**src/rtl/bprf_pkg.sv**
```systemverilog
// Shared types, codes and helper function of the bit-plane rectangle engine.
package bprf_pkg;

	// Default store geometry.
	localparam int DEF_MAX_WIDTH  = 512;
	localparam int DEF_MAX_HEIGHT = 256;

	// Configuration register indexes.
	localparam logic [1:0] REG_FRAME_WIDTH    = 2'd0;
	localparam logic [1:0] REG_FRAME_HEIGHT   = 2'd1;
	localparam logic [1:0] REG_SOURCE_PRESENT = 2'd2;

	// Action codes on the input channel.
	localparam logic [2:0] ACT_LOAD_SRC = 3'd0;
	localparam logic [2:0] ACT_READ     = 3'd1;
	localparam logic [2:0] ACT_CLEAR    = 3'd2;
	localparam logic [2:0] ACT_FILL     = 3'd3;
	localparam logic [2:0] ACT_COPY     = 3'd4;

	// Decoded operation class.
	typedef enum logic [2:0] {
		OP_NONE,
		OP_LOAD,
		OP_READ,
		OP_CLEAR,
		OP_RECT
	} op_t;

	// Back end sequencer states.
	typedef enum logic [3:0] {
		BK_INIT,
		BK_IDLE,
		BK_START,
		BK_BYTE,
		BK_CLR,
		BK_MOD,
		BK_SETUP,
		BK_PRD,
		BK_PWR,
		BK_DONE
	} bk_state_t;

	// Effective frame geometry.
	typedef struct packed {
		logic [9:0]  w;
		logic [8:0]  h;
		logic [7:0]  rb;
		logic [15:0] nbytes;
	} geom_t;

	// Classified command handed from the front end to the back end.
	typedef struct packed {
		op_t         op;
		logic        copy;
		logic        addr_ok;
		logic [13:0] addr;
		logic [7:0]  bval;
		logic [9:0]  dx;
		logic [8:0]  dy;
		logic [9:0]  cols;
		logic [8:0]  rows;
		logic [15:0] sx;
		logic [15:0] sy;
		logic        fbit;
	} cmd_t;

	// One result item.
	typedef struct packed {
		logic [7:0]  read_data;
		logic [17:0] pixels_written;
	} res_t;

	// Length of a span starting at start, clipped at limit.
	function automatic logic [9:0] clip_len(logic [15:0] start, logic [15:0] len,
		logic [9:0] limit);
		logic [16:0] e;
		logic [9:0]  r;
		e = {1'b0, start} + {1'b0, len};
		if ({6'd0, limit} <= start) begin
			r = '0;
		end else if (e > {7'd0, limit}) begin
			r = limit - start[9:0];
		end else begin
			r = len[9:0];
		end
		return r;
	endfunction

endpackage

```
**src/rtl/bprf_front.sv**
```systemverilog
// Front end: accepts input items, decodes the action and clips rectangles.
module bprf_front #(
	parameter int STORE = 16384
) (
	input  logic                clk,
	input  logic                arst_n,
	input  logic                push,
	output logic                full,
	input  logic                hold,
	input  logic [2:0]          action,
	input  logic [13:0]         byte_address,
	input  logic [7:0]          byte_value,
	input  logic [15:0]         dest_x,
	input  logic [15:0]         dest_y,
	input  logic [15:0]         rect_width,
	input  logic [15:0]         rect_height,
	input  logic [15:0]         source_x,
	input  logic [15:0]         source_y,
	input  logic                fill_bit,
	input  bprf_pkg::geom_t     geom,
	input  logic                src_present,
	output bprf_pkg::cmd_t      cmd,
	output logic                cmd_valid,
	input  logic                cmd_ready
);
	import bprf_pkg::*;

	cmd_t cmd_s1;
	logic vld_s1;
	cmd_t dec;
	logic accept;
	logic no_rect;

	assign full      = hold || (vld_s1 && !cmd_ready);
	assign accept    = push && !full;
	assign cmd       = cmd_s1;
	assign cmd_valid = vld_s1;

	// Classify the item and clip the rectangle to the frame.
	always_comb begin
		no_rect     = (action == ACT_COPY) && !src_present;
		dec.copy    = (action == ACT_COPY);
		dec.addr    = byte_address;
		dec.addr_ok = ({2'b00, byte_address} < geom.nbytes) &&
			(32'(byte_address) < STORE);
		dec.bval    = byte_value;
		dec.dx      = dest_x[9:0];
		dec.dy      = dest_y[8:0];
		dec.sx      = source_x;
		dec.sy      = source_y;
		dec.fbit    = fill_bit;
		dec.cols    = no_rect ? '0 : clip_len(dest_x, rect_width, geom.w);
		dec.rows    = no_rect ? '0 :
			9'(clip_len(dest_y, rect_height, {1'b0, geom.h}));
		case (action)
			ACT_LOAD_SRC: dec.op = OP_LOAD;
			ACT_READ:     dec.op = OP_READ;
			ACT_CLEAR:    dec.op = OP_CLEAR;
			ACT_FILL:     dec.op = OP_RECT;
			ACT_COPY:     dec.op = OP_RECT;
			default:      dec.op = OP_NONE;
		endcase
	end

	// Output stage towards the command queue.
	always_ff @(posedge clk or negedge arst_n) begin
		if (!arst_n) begin
			vld_s1 <= 1'b0;
		end else begin
			vld_s1 <= accept || (vld_s1 && !cmd_ready);
		end
	end

	always_ff @(posedge clk) begin
		if (accept) begin
			cmd_s1 <= dec;
		end
	end

endmodule

```
**config.mk**
```make
export PLATFORM = sky130hd
export DESIGN_NAME = bprf_front
export DESIGN_NICKNAME = d
export VERILOG_FILES = /design/src/rtl/bprf_pkg.sv /design/src/rtl/bprf_front.sv
export SDC_FILE = /design/constraint.sdc
export NUM_CORES = 1
export LEC_CHECK = 0
export ABC_AREA = 1
export BUFFER_PORTS_ARGS = -buffer_cell sky130_fd_sc_hd__buf_2
export CAP_MARGIN = 5
export CORE_MARGIN = 3
export CORE_UTILIZATION = 55
export DETAILED_ROUTE_END_ITERATION = 10
export HOLD_SLACK_MARGIN = 0.1
export PLACE_DENSITY = 0.88
export SYNTH_ARGS = -nofsm -noshare
export SYNTH_HDL_FRONTEND = slang
export SYNTH_SLANG_ARGS = --single-unit
```
**constraint.sdc**
```tcl
create_clock -name clk -period 7.83 [get_ports clk]
set_clock_uncertainty 0.2 [all_clocks]
set_input_delay 1.566 -clock clk [delete_from_list [all_inputs] [get_ports clk]]
set_output_delay 1.566 -clock clk [all_outputs]
set_load 0.005 [all_outputs]
```
==> flow_metrics.env <==
export IMPL_synth_edff_count=98
export IMPL_cp_required_ps=7720
export IMPL_min_delay_path_depth=2
export IMPL_syn_to_final_growth_pct=24.7
export IMPL_synth_fp_nets=1153
export IMPL_syn_area_per_cell_um2=8.20
export IMPL_root_buffer="clkbuf_16"
export IMPL_rsz0062_at_grt="false"
export IMPL_crit_slowest_cell="fa_1"
export IMPL_drive_above_1_share_pct=26.4
export IMPL_die_w_um=122
export IMPL_crit_family="simple AND/OR/NAND/NOR gates"
export IMPL_min_to="cmd_valid"
export IMPL_async_flop_share_pct=1.01
export IMPL_clk_latency_ps=340
export IMPL_cts_htree_levels=3
export IMPL_cp_cell_sequence="buf_2, ha_1, inv_1, fa_1, inv_1, nand2_1, nand2_1, nand3_1, nand2_1, xor2_1, ha_1, nand2_1, nor3_1, nand4_1, nand2_1, nand2_1, inv_1, nand3_2, nor2_4, nand2_1, nand2_1, nor2_1"
export IMPL_hold_ws_ps=366
export IMPL_routed_via_count=6856
export IMPL_drt_initial_drc_count=425
export IMPL_final_cell_mix="buf_2, nand2_1, inv_1, edfxtp_1, ha_1"
export IMPL_clk_path_buf_depth=2
export IMPL_vdd_drop_max_v=0.000101
export IMPL_ys_flop_type="edfxtp_1"
export IMPL_reg2reg_slack_ps=5290
export IMPL_pin_count=271
export IMPL_fmax_mhz=214
export IMPL_reg2reg_depth=4
export IMPL_period_minus_slack_ps=4670
export IMPL_cp_max_fo=16
export IMPL_power_share_sequential_pct=41.9
export IMPL_hold_viol=0
export IMPL_yosysSeqAreaShare_pct=40.4
export IMPL_status="finished, final reports clean"
export IMPL_p_int_uw=995
export IMPL_path_clk_slew_ps=70
export IMPL_initial_core_util_pct=57.2
export IMPL_crit_type="in2reg"
export IMPL_core_area_um2=12800
export IMPL_antenna_found_initial=1
export IMPL_yosysWarnings=0
export IMPL_yosysUniqueCellTypes=42
export IMPL_dieArea_um2=14800
export IMPL_port_buffers=262
export IMPL_cp_num_buf_inv=4
export IMPL_rows=41
export IMPL_comb_power_share_pct=28.4
export IMPL_die_h_um=122
export IMPL_place_area_um2=8850
export IMPL_worstPathArrival_ps=4560
export IMPL_maxSlewHeadroom_pct=35.7
export IMPL_wl_um=20000
export IMPL_p_clk_share_pct=29.7
export IMPL_p_switching_uw=462
export IMPL_grt_max_degree=79
export IMPL_nNetsFinal=1424
export IMPL_ys_seq_elements=99
export IMPL_drc=0
export IMPL_r2r_start="cmd_valid"
export IMPL_setup_viol=0
export IMPL_r2r_end="cmd[84]"
export IMPL_drtPass1Iterations=5
export IMPL_postRouteAntennaNets=0
export IMPL_fin_crit_sh_pct=59.6
export IMPL_grt_overflow_total=0
export IMPL_swShare_pct=31.7
export IMPL_min_delay_start="cmd_valid"
export IMPL_cts_buffers=9
export IMPL_syn_inst=895
export IMPL_crit_start="rect_height[0]"
export IMPL_end_kind="flip-flop"
export IMPL_cpPeakStageDelay_ps=400
export IMPL_route_detailed_wl_per_inst_um=14.9
export IMPL_final_common_cell="buf_2"
export IMPL_final_area_um2=9150
export IMPL_cts_tree="done"
export IMPL_cts_setup_buffers=0
export IMPL_postCtsResizedCells=0
export IMPL_setup_tns_ps=0
export IMPL_drv_slew=0
export IMPL_grtUsageTotal_pct=26.2
export IMPL_power_density_nw_per_um2=159
export IMPL_cpMostUsedCell="nand2_1"
export IMPL_leakagePower_nw=4.88
export IMPL_syn_area_um2=7340
export IMPL_worstMarginPinSlew_ps=964
export IMPL_grt_first_pass_wirelength_um=30400
export IMPL_cts_sinks=99
export IMPL_viasPerCell=5.10
export IMPL_cts_hold_buf=0
export IMPL_crit_path_start_kind="primary input"
export IMPL_hpwl_um=17100
export IMPL_cap_viol_max_count=0
export IMPL_hold_path_class="reg2reg"
export IMPL_grt_pass1_vias=6272
export IMPL_finalWeightedCongestion=0.956
[state kept, by name (all words and copies together) (netlist names)]
signal	cells
cmd_valid	1
cmd	98
[tightest hold or removal path, delay by kind of cell, from the launching register on]
kind / cells / cell delay [ps]
DFF: 1 / 380
buffers and inverters: 1 / 70
AOI/OAI and AO/OA: 1 / 70
[synth_stat cells, drive strengths merged, types with 2 or more instances]
library cell,instances,area [um2]
nand2,237,905
inv,183,687
edfxtp,98,2940
ha,83,1040
nor2,83,344
a21oi,57,304
nand3,49,265
xor2,24,210
nand4,15,109
nor3,10,60.1
o21ai,6,30.0
o21bai,6,45.0
xnor2,6,52.6
nand3b,5,37.5
fa,4,80.1
o211ai,4,30.0
and2,3,18.8
buf,3,27.5
nor4,3,18.8
a21o,2,15.0
a31oi,2,12.5
or2,2,12.5
[through the flow]
| step | total power, mW | util [%] | worst slack [ps] | cells |
|---|---|---|---|---|
| detailed placement | 1.03 | 69.0 | 2870 | 1327 |
| global route | 1.55 | 71.4 | 2810 | 1344 |
| finish | 1.46 | 71.4 | 3160 | 1344 |
| CTS | 1.46 | 71.3 | 3220 | 1343 |
| floorplan | 0.901 | - | 1240 | 895 |
| global placement | 1.02 | 69.0 | 2940 | 1327 |
[layout make-up]
cell class | instances | area, um2
Sequential cell | 99 | 2970
Tap cell | 172 | 215
Timing Repair Buffer | 263 | 1320
Antenna cell | 1 | 2.50
Clock inverter | 7 | 70.1
Inverter | 183 | 687
Fill cell | 1016 | 3670
Multi-Input combinational cell | 610 | 3670
Clock buffer | 9 | 225
[logic make-up (layout without fill, tap and decap cells)]
family          count (synthesis)  in the layout  synth area share [%]
xor+xnor                       30             30                  3.58
compound gates                 83             83                  6.58
fa+ha+maj                      87             87                  15.2
simple gates                  410            410                  24.4
buf+inv                       186            462                  9.73
flops                          99             99                  40.4
other cells                     0              1                     0
[per-layer routing]
metal	global-route usage [%]	wire length, um	vias up
met4	6.23	370	0
li1	-	-	3450
met1	33.0	8080	3041
met5	0	0	-
met2	47.5	9940	333
met3	3.99	1600	32
[power groups by stage]
stage,Clock (mW),Combinational (mW),Sequential [mW]
final,0.433,0.414,0.611
after global routing,0.463,0.472,0.612
after detailed placement,0,0.411,0.623
after CTS,0.439,0.412,0.611
after floorplan,0,0.272,0.629
after global placement,0,0.398,0.621
[how the worst max path moves through the flow]
stage                     endpoint  slack, ps  cells past startpoint
after global placement     cmd[34]       2940                     22
final                      cmd[36]       3160                     22
after CTS                  cmd[36]       3220                     22
after global routing       cmd[37]       2810                     22
after detailed placement   cmd[36]       2870                     22
after floorplan             cmd[0]       1240                      2
Note: power is estimated with default switching activity, not from simulation.
