File: src/rtl/bprf_fifo.sv
// Small register queue used between the engine parts and on the result side.
module bprf_fifo #(
	parameter int WIDTH = 8,
	parameter int DEPTH = 2
) (
	input  logic             clk,
	input  logic             arst_n,
	input  logic             push,
	input  logic [WIDTH-1:0] wdata,
	output logic             full,
	input  logic             pop,
	output logic [WIDTH-1:0] rdata,
	output logic             empty
);

	localparam int PW = $clog2(DEPTH);

	logic [WIDTH-1:0] mem_q [DEPTH];
	logic [PW-1:0]    wptr_q;
	logic [PW-1:0]    rptr_q;
	logic [PW:0]      cnt_q;
	logic             do_push;
	logic             do_pop;

	assign full    = (cnt_q == (PW+1)'(DEPTH));
	assign empty   = (cnt_q == '0);
	assign do_push = push && !full;
	assign do_pop  = pop && !empty;
	assign rdata   = mem_q[rptr_q];

	// Pointers and fill count.
	always_ff @(posedge clk or negedge arst_n) begin
		if (!arst_n) begin
			wptr_q <= '0;
			rptr_q <= '0;
			cnt_q  <= '0;
		end else begin
			if (do_push) begin
				wptr_q <= wptr_q + 1'b1;
			end
			if (do_pop) begin
				rptr_q <= rptr_q + 1'b1;
			end
			if (do_push && !do_pop) begin
				cnt_q <= cnt_q + 1'b1;
			end else if (do_pop && !do_push) begin
				cnt_q <= cnt_q - 1'b1;
			end
		end
	end

	// Entry storage.
	always_ff @(posedge clk) begin
		if (do_push) begin
			mem_q[wptr_q] <= wdata;
		end
	end

endmodule

File: config.mk
export PLATFORM = sky130hd
export DESIGN_NAME = bprf_fifo
export DESIGN_NICKNAME = d
export VERILOG_FILES = /design/src/rtl/bprf_fifo.sv
export SDC_FILE = /design/constraint.sdc
export NUM_CORES = 1
export LEC_CHECK = 0
export BUFFER_PORTS_ARGS = -buffer_cell sky130_fd_sc_hd__clkbuf_2
export CORE_UTILIZATION = 45
export CTS_BUF_LIST = sky130_fd_sc_hd__clkbuf_8
export DETAILED_ROUTE_END_ITERATION = 8
export GPL_ROUTABILITY_DRIVEN = 0
export GPL_TIMING_DRIVEN = 0
export PLACE_DENSITY = 0.7
export SYNTH_ARGS = -nofsm -noshare
export SYNTH_HDL_FRONTEND = slang
export SYNTH_SLANG_ARGS = --single-unit
File: constraint.sdc
create_clock -name clk -period 1.8 [get_ports clk]
set_clock_uncertainty 0.15 [all_clocks]
set_input_delay 0.36 -clock clk [delete_from_list [all_inputs] [get_ports clk]]
set_output_delay 0.36 -clock clk [all_outputs]
set_load 0.02 [all_outputs]
==> results of run 1 <==
[cells by family (layout without fill, tap and decap cells)]
| group | Yosys count | in the layout | share of synthesized area |
|---|---|---|---|
| AOI/OAI and AO/OA | 1 | 1 | 0.00639 |
| buffers and inverters | 3 | 29 | 0.0160 |
| xor gates and xnor gates | 5 | 5 | 0.0656 |
| and+or+nand+nor | 6 | 6 | 0.0384 |
| adders and majority gates | 1 | 1 | 0.0160 |
| muxes | 8 | 8 | 0.115 |
| DFF | 20 | 20 | 0.742 |
[cell usage after synthesis]
cell type	count	share of area
ha_1	1	0.016
nand2b_1	1	0.0080
buf_2	1	0.0064
o21ai_1	1	0.0064
xnor2_1	2	0.022
nand2_2	1	0.0080
and3_1	1	0.0080
mux2_2	2	0.029
inv_1	2	0.0096
xor2_1	2	0.022
xnor2_2	1	0.021
dfrtp_1	4	0.13
mux2_1	6	0.086
edfxtp_1	16	0.61
nor2_1	3	0.014
[metal layers]
layer	vias up	routed length, µm	GRT usage
li1	208	-	-
met4	0	10	0.0938
met1	208	491	0.182
met3	2	68	0.0458
met5	-	0	0
met2	12	587	0.224
[power groups by stage]
stage               clock (µW)  sequential [µW]  combinational, µW
finish                     284              715                618
global route               316              729                669
CTS                        289              711                617
detailed placement           0              718                610
global placement             0              715                597
floorplan                    0              705                446
[stage by stage]
stage / cells / hold WS (ns)
2_1_floorplan: 44 / -0.0856
3_3_place_gp: 81 / 0.0176
3_5_place_dp: 81 / 0.0252
4_1_cts: 86 / 0.143
5_1_grt: 86 / 0.131
6_report: 86 / 0.145
[placed cells by master (no fill, tap or decap), types with 2 or more instances in the layout]
master,count
edfxtp_1,16
clkbuf_8,3
inv_1,3
dfrtp_1,4
nor2_1,2
mux2_1,6
mux2_2,2
xor2_1,2
clkbuf_2,20
xnor2_1,2
[sequential cells by signal, summed over array words and instances, names as in the netlist]
register	cells
rptr_q	1
cnt_q	2
mem_q	16
wptr_q	1
[layout make-up]
cell class	count	area (µm²)
Buffer	1	11.3
Clock buffer	3	41.3
Clock inverter	1	3.75
Fill cell	115	588
Inverter	2	7.51
Multi-Input combinational cell	21	191
Sequential cell	20	581
Tap cell	16	20.0
Timing Repair Buffer	22	115
[repair_timing]
action	in CTS	in global routing
setup endpoints to repair	8	15
hold buffers	1	0
gates resized for setup	1	3
hold endpoints to repair	4	0
setup buffers	0	0
cloned	0	0
[worst max path at each step]
| stage | cells after the start | startpoint | slack, ns | to |
|---|---|---|---|---|
| after floorplan | 3 | cnt_q[0] | 0.26 | mem_q[0][0] |
| after global placement | 3 | cnt_q[0] | 0.02 | mem_q[0][5] |
| after detailed placement | 3 | cnt_q[0] | 0.009 | mem_q[0][5] |
| after CTS | 3 | cnt_q[0] | 0.00005 | mem_q[0][6] |
| after global routing | 7 | cnt_q[0] | -0.003 | cnt_q[1] |
| final | 3 | rptr_q | 0.04 | rdata[3] |
==> results.py, run 1 <==
metrics = {
    "grt": {
        "grt_max_degree": 12,
        "antenna_found_initial": 0,
        "grt_pass1_vias": 428,
        "grt_use_total": 0.147,
        "grt_first_pass_wirelength_mm": 1.90,
        "gr-total-overflow": 0,
    },
    "min_path": {
        "whs_path_depth": 1,
        "hp-class": "input port to flop",
        "hold-path-endpoint": "mem_q[0][0]",
        "hold_start": "wdata[0]",
    },
    "sta": {
        "finalCriticalPeriod_ns": 1.76,
        "timing.fmax_mhz": 569,
        "worstMarginPinSlew_ns": 0.430,
        "hold_viol": 0,
        "totalNegativeSetupSlack_ns": 0,
        "layout_setup_ws_ns": 0.0438,
        "timing.final.crit_share": 0.976,
        "slew_headroom": 0.713,
        "slew_viol_final": 0,
        "setup_violations": 0,
    },
    "layout": {
        "antenna_cells": 0,
        "syn2layout_area_growth_pct": 24.2,
        "fin_area_um2": 971,
        "drive_above_1_share": 0.429,
        "fin_util": 0.623,
        "fin_nets": 84,
    },
    "routing": {
        "vias_per_cell": 5.00,
        "drt_wl_total_mm": 1.16,
        "drt_pass1_iterations": 6,
        "vias": 430,
        "post_drt_wl_per_cell_um": 13.5,
        "ant_nets": 0,
        "drt_iter0_markers": 4,
        "route.detailed.drc": 2,
    },
    "setup_path": {
        "cpMaxStageDelayCell": "dfrtp_1",
        "crit_buf_inv": 2,
        "crit_family": "flip-flops",
        "required_ns": 1.29,
        "cp-start-kind": "flop",
        "crit_arrival_ns": 1.25,
        "path_class": "flop to output port",
        "cpPeakStageDelay_ns": 0.37,
        "rr_endpoint": "cnt_q[1]",
        "r2r_start": "cnt_q[0]",
        "rr_worst_depth": 6,
        "r2r_slack_ns": 0.16,
        "endpoint_kind": "output port",
        "critPathMaxFanout": 9,
        "worstPathCellList": "buf_6 -> mux2_1 -> buf_2",
    },
    "power_and_ir_drop": {
        "pwr-share-clk": 0.176,
        "p_comb_frac": 0.382,
        "p_per_area_mw_per_mm2": 1670,
        "p_sw_frac": 0.344,
        "total_power_uw": 1620,
        "pwr-share-seq": 0.442,
        "intPower_uw": 1060,
        "power_switching_uw": 556,
        "p_leak_uw": 0.000414,
        "vdd_ir_drop_max_mv": 1.04,
    },
    "die": {
        "dieArea_mm2": 0.00191,
        "fp.dieH_um": 43.7,
        "die_width_um": 43.7,
        "rows": 14,
        "io_pins": 22,
        "start_util": 0.502,
        "placeableCoreArea_mm2": 0.00156,
    },
    "clock_network": {
        "clkSinkCount": 20,
        "numCtsBuffers": 3,
        "cts.htree.levels": 1,
        "cts_tree": "done",
        "cts-root-buf": "clkbuf_8",
        "clock_path_buffers": 2,
        "clk_pin_slew_worst_paths_ns": 0.07,
        "worst_skew_pair.late_latency_ns": 0.25,
    },
    "yosys": {
        "synth.distinct_cells": 15,
        "seq_area_frac_synth": 0.742,
        "avgSynthCellArea_um2": 17.8,
        "netlist_area_um2": 782,
        "yosysWarnings": 0,
        "synth_cells": 44,
        "synth_seq_cells": 20,
        "synth.net_count": 57,
    },
    "placement": {
        "dp_hpwl_um": 801,
        "dp_slack_ns": 0.00897,
        "post_dp_cell_area_um2": 907,
        "io_buffers": 21,
    },
    "outcome": {
        "violations": "DRC",
        "status": "finished, violations left",
    },
    "flow_run": {
        "cap_viol_max_count": 0,
    },
}
No activity file was read; power rests on OpenSTA's default activity.
==> run 2: changes to the inputs <==
- CORE_UTILIZATION: 45 -> 52
- PLACE_DENSITY: 0.7 -> 0.8
- RECOVER_POWER: not set -> 100
==> run 2 against run 1 <==
Effect of this change: the flow now finishes without violations; global-route usage rose by 0.99 points; combinational power is 0.8% lower; die area is 13% lower; largest cell class unchanged.
==> results.py, run 2 (synthesis results as in run 1) <==
metrics = {
    "grt": {
        "grt_first_pass_wirelength_mm": 1.61,
        "antenna_found_initial": 0,
        "grt_use_total": 0.157,
        "grt_max_degree": 12,
        "grt_pass1_vias": 385,
        "gr-total-overflow": 0,
    },
    "layout": {
        "fin_area_um2": 962,
        "fin_nets": 84,
        "syn2layout_area_growth_pct": 23.0,
        "top_regs": "mem_q (16), cnt_q (2)",
        "final_cell_mix": "edfxtp_1, clkbuf_2, clkbuf_1",
        "ff_latch_area_um2": 582,
        "largest_register_ffs": 16,
        "drive_above_1_share": 0.314,
        "nFillCells": 92,
        "multiInputGateArea_um2": 191,
        "max_flop_register": "mem_q",
        "antenna_cells": 0,
        "layout.cells.most_common": "edfxtp_1",
    },
    "die": {
        "die_width_um": 40.8,
        "placeableCoreArea_mm2": 0.00135,
        "rows": 13,
        "start_util": 0.579,
        "fp.dieH_um": 40.8,
        "io_pins": 22,
        "dieArea_mm2": 0.00166,
    },
    "sta": {
        "finalCriticalPeriod_ns": 1.74,
        "slew_headroom": 0.712,
        "layout_setup_ws_ns": 0.0574,
        "totalNegativeSetupSlack_ns": 0,
        "rsz0062_at_grt": "no",
        "slew_viol_final": 0,
        "hold_viol": 0,
        "timing.final.crit_share": 0.968,
        "worstMarginPinSlew_ns": 0.431,
        "timing.fmax_mhz": 574,
        "setup_violations": 0,
    },
    "min_path": {
        "hp-class": "input port to flop",
        "hold_start": "wdata[2]",
        "whs_path_depth": 1,
    },
    "setup_path": {
        "cp-start-kind": "flop",
        "rr_worst_depth": 7,
        "critPathMaxFanout": 9,
        "required_ns": 1.29,
        "endpoint_kind": "output port",
        "path_class": "flop to output port",
        "r2r_start": "cnt_q[0]",
        "worstSetupStartpoint": "rptr_q",
        "crit_arrival_ns": 1.23,
    },
    "clock_network": {
        "cts_tree": "done",
        "worst_skew_pair.late_latency_ns": 0.25,
        "clock_path_buffers": 2,
        "cts.htree.levels": 1,
        "post_cts.repair.setup_buffers": 0,
        "cts-root-buf": "clkbuf_8",
        "clkSinkCount": 20,
        "numCtsBuffers": 3,
        "clk_pin_slew_worst_paths_ns": 0.07,
    },
    "power_and_ir_drop": {
        "p_leak_uw": 0.000383,
        "power_switching_uw": 552,
        "p_sw_frac": 0.342,
        "p_comb_frac": 0.380,
        "intPower_uw": 1060,
        "pwr-share-seq": 0.445,
        "total_power_uw": 1610,
        "pwr-share-clk": 0.175,
        "p_per_area_mw_per_mm2": 1680,
        "vdd_ir_drop_max_mv": 1.11,
    },
    "placement": {
        "post_dp_cell_area_um2": 906,
        "dp_slack_ns": 0.0163,
        "dp_hpwl_um": 816,
        "io_buffers": 21,
    },
    "outcome": {
        "status": "completed",
    },
    "routing": {
        "ant_nets": 0,
        "drt_wl_total_mm": 1.09,
        "vias": 426,
        "post_drt_wl_per_cell_um": 12.8,
        "drt_iter0_markers": 4,
        "route.detailed.drc": 0,
        "vias_per_cell": 5.01,
        "drt_pass1_iterations": 4,
    },
    "flow_run": {
        "cap_viol_max_count": 0,
    },
}
==> run 2: final timing paths <==
kind / endpoint / slack [ns]
setup / recovery: rdata[3] / 0.06
hold / removal: mem_q[0][2] / 0.15
setup reg to reg: cnt_q[1] / 0.13
hold reg to reg: cnt_q[0] / 0.37
max in group asynchronous: cnt_q[0] / 0.95
min in group asynchronous: wptr_q / 0.33
==> run 2: through the flow <==
stage	hold slack (ns)	util	instances
after detailed placement	0.0219	0.671	80
after floorplan	-0.0856	-	44
after global routing	0.145	0.713	85
after CTS	0.143	0.714	85
after global placement	0.0218	0.671	80
final	0.149	0.713	85
==> run 2: worst max-delay path: stages (launching register included) <==
cell and delay (ns):
dfrtp_1 0.37, buf_6 0.14, mux2_1 0.31, clkbuf_2 0.16
==> run 2: layout make-up <==
cell class | count | area share
Sequential cell | 20 | 0.605
Multi-Input combinational cell | 21 | 0.199
Timing Repair Buffer | 22 | 0.111
Clock buffer | 3 | 0.0429
Tap cell | 15 | 0.0195
Buffer | 1 | 0.0117
Inverter | 2 | 0.00780
Clock inverter | 1 | 0.00390
==> run 2: routing by layer <==
| layer | global-route usage | part of all wire | vias up |
|---|---|---|---|
| li1 | - | - | 209 |
| met1 | 0.178 | 0.40 | 198 |
| met2 | 0.277 | 0.54 | 17 |
| met3 | 0.0163 | 0.050 | 2 |
| met4 | 0.100 | 0.012 | 0 |
| met5 | 0 | 0 | - |
==> run 2: power by group through the flow <==
stage	clock network (µW)	registers [µW]	logic, µW
floorplan	0	705	446
global placement	0	714	588
detailed placement	0	724	600
CTS	287	716	612
global route	300	735	669
finish	283	719	613
==> run 2: timing repair <==
action / CTS / global route
hold endpoints to repair: 4 / 0
hold buffers: 1 / 0
setup endpoints to repair: 8 / 13
resized for setup: 1 / 5
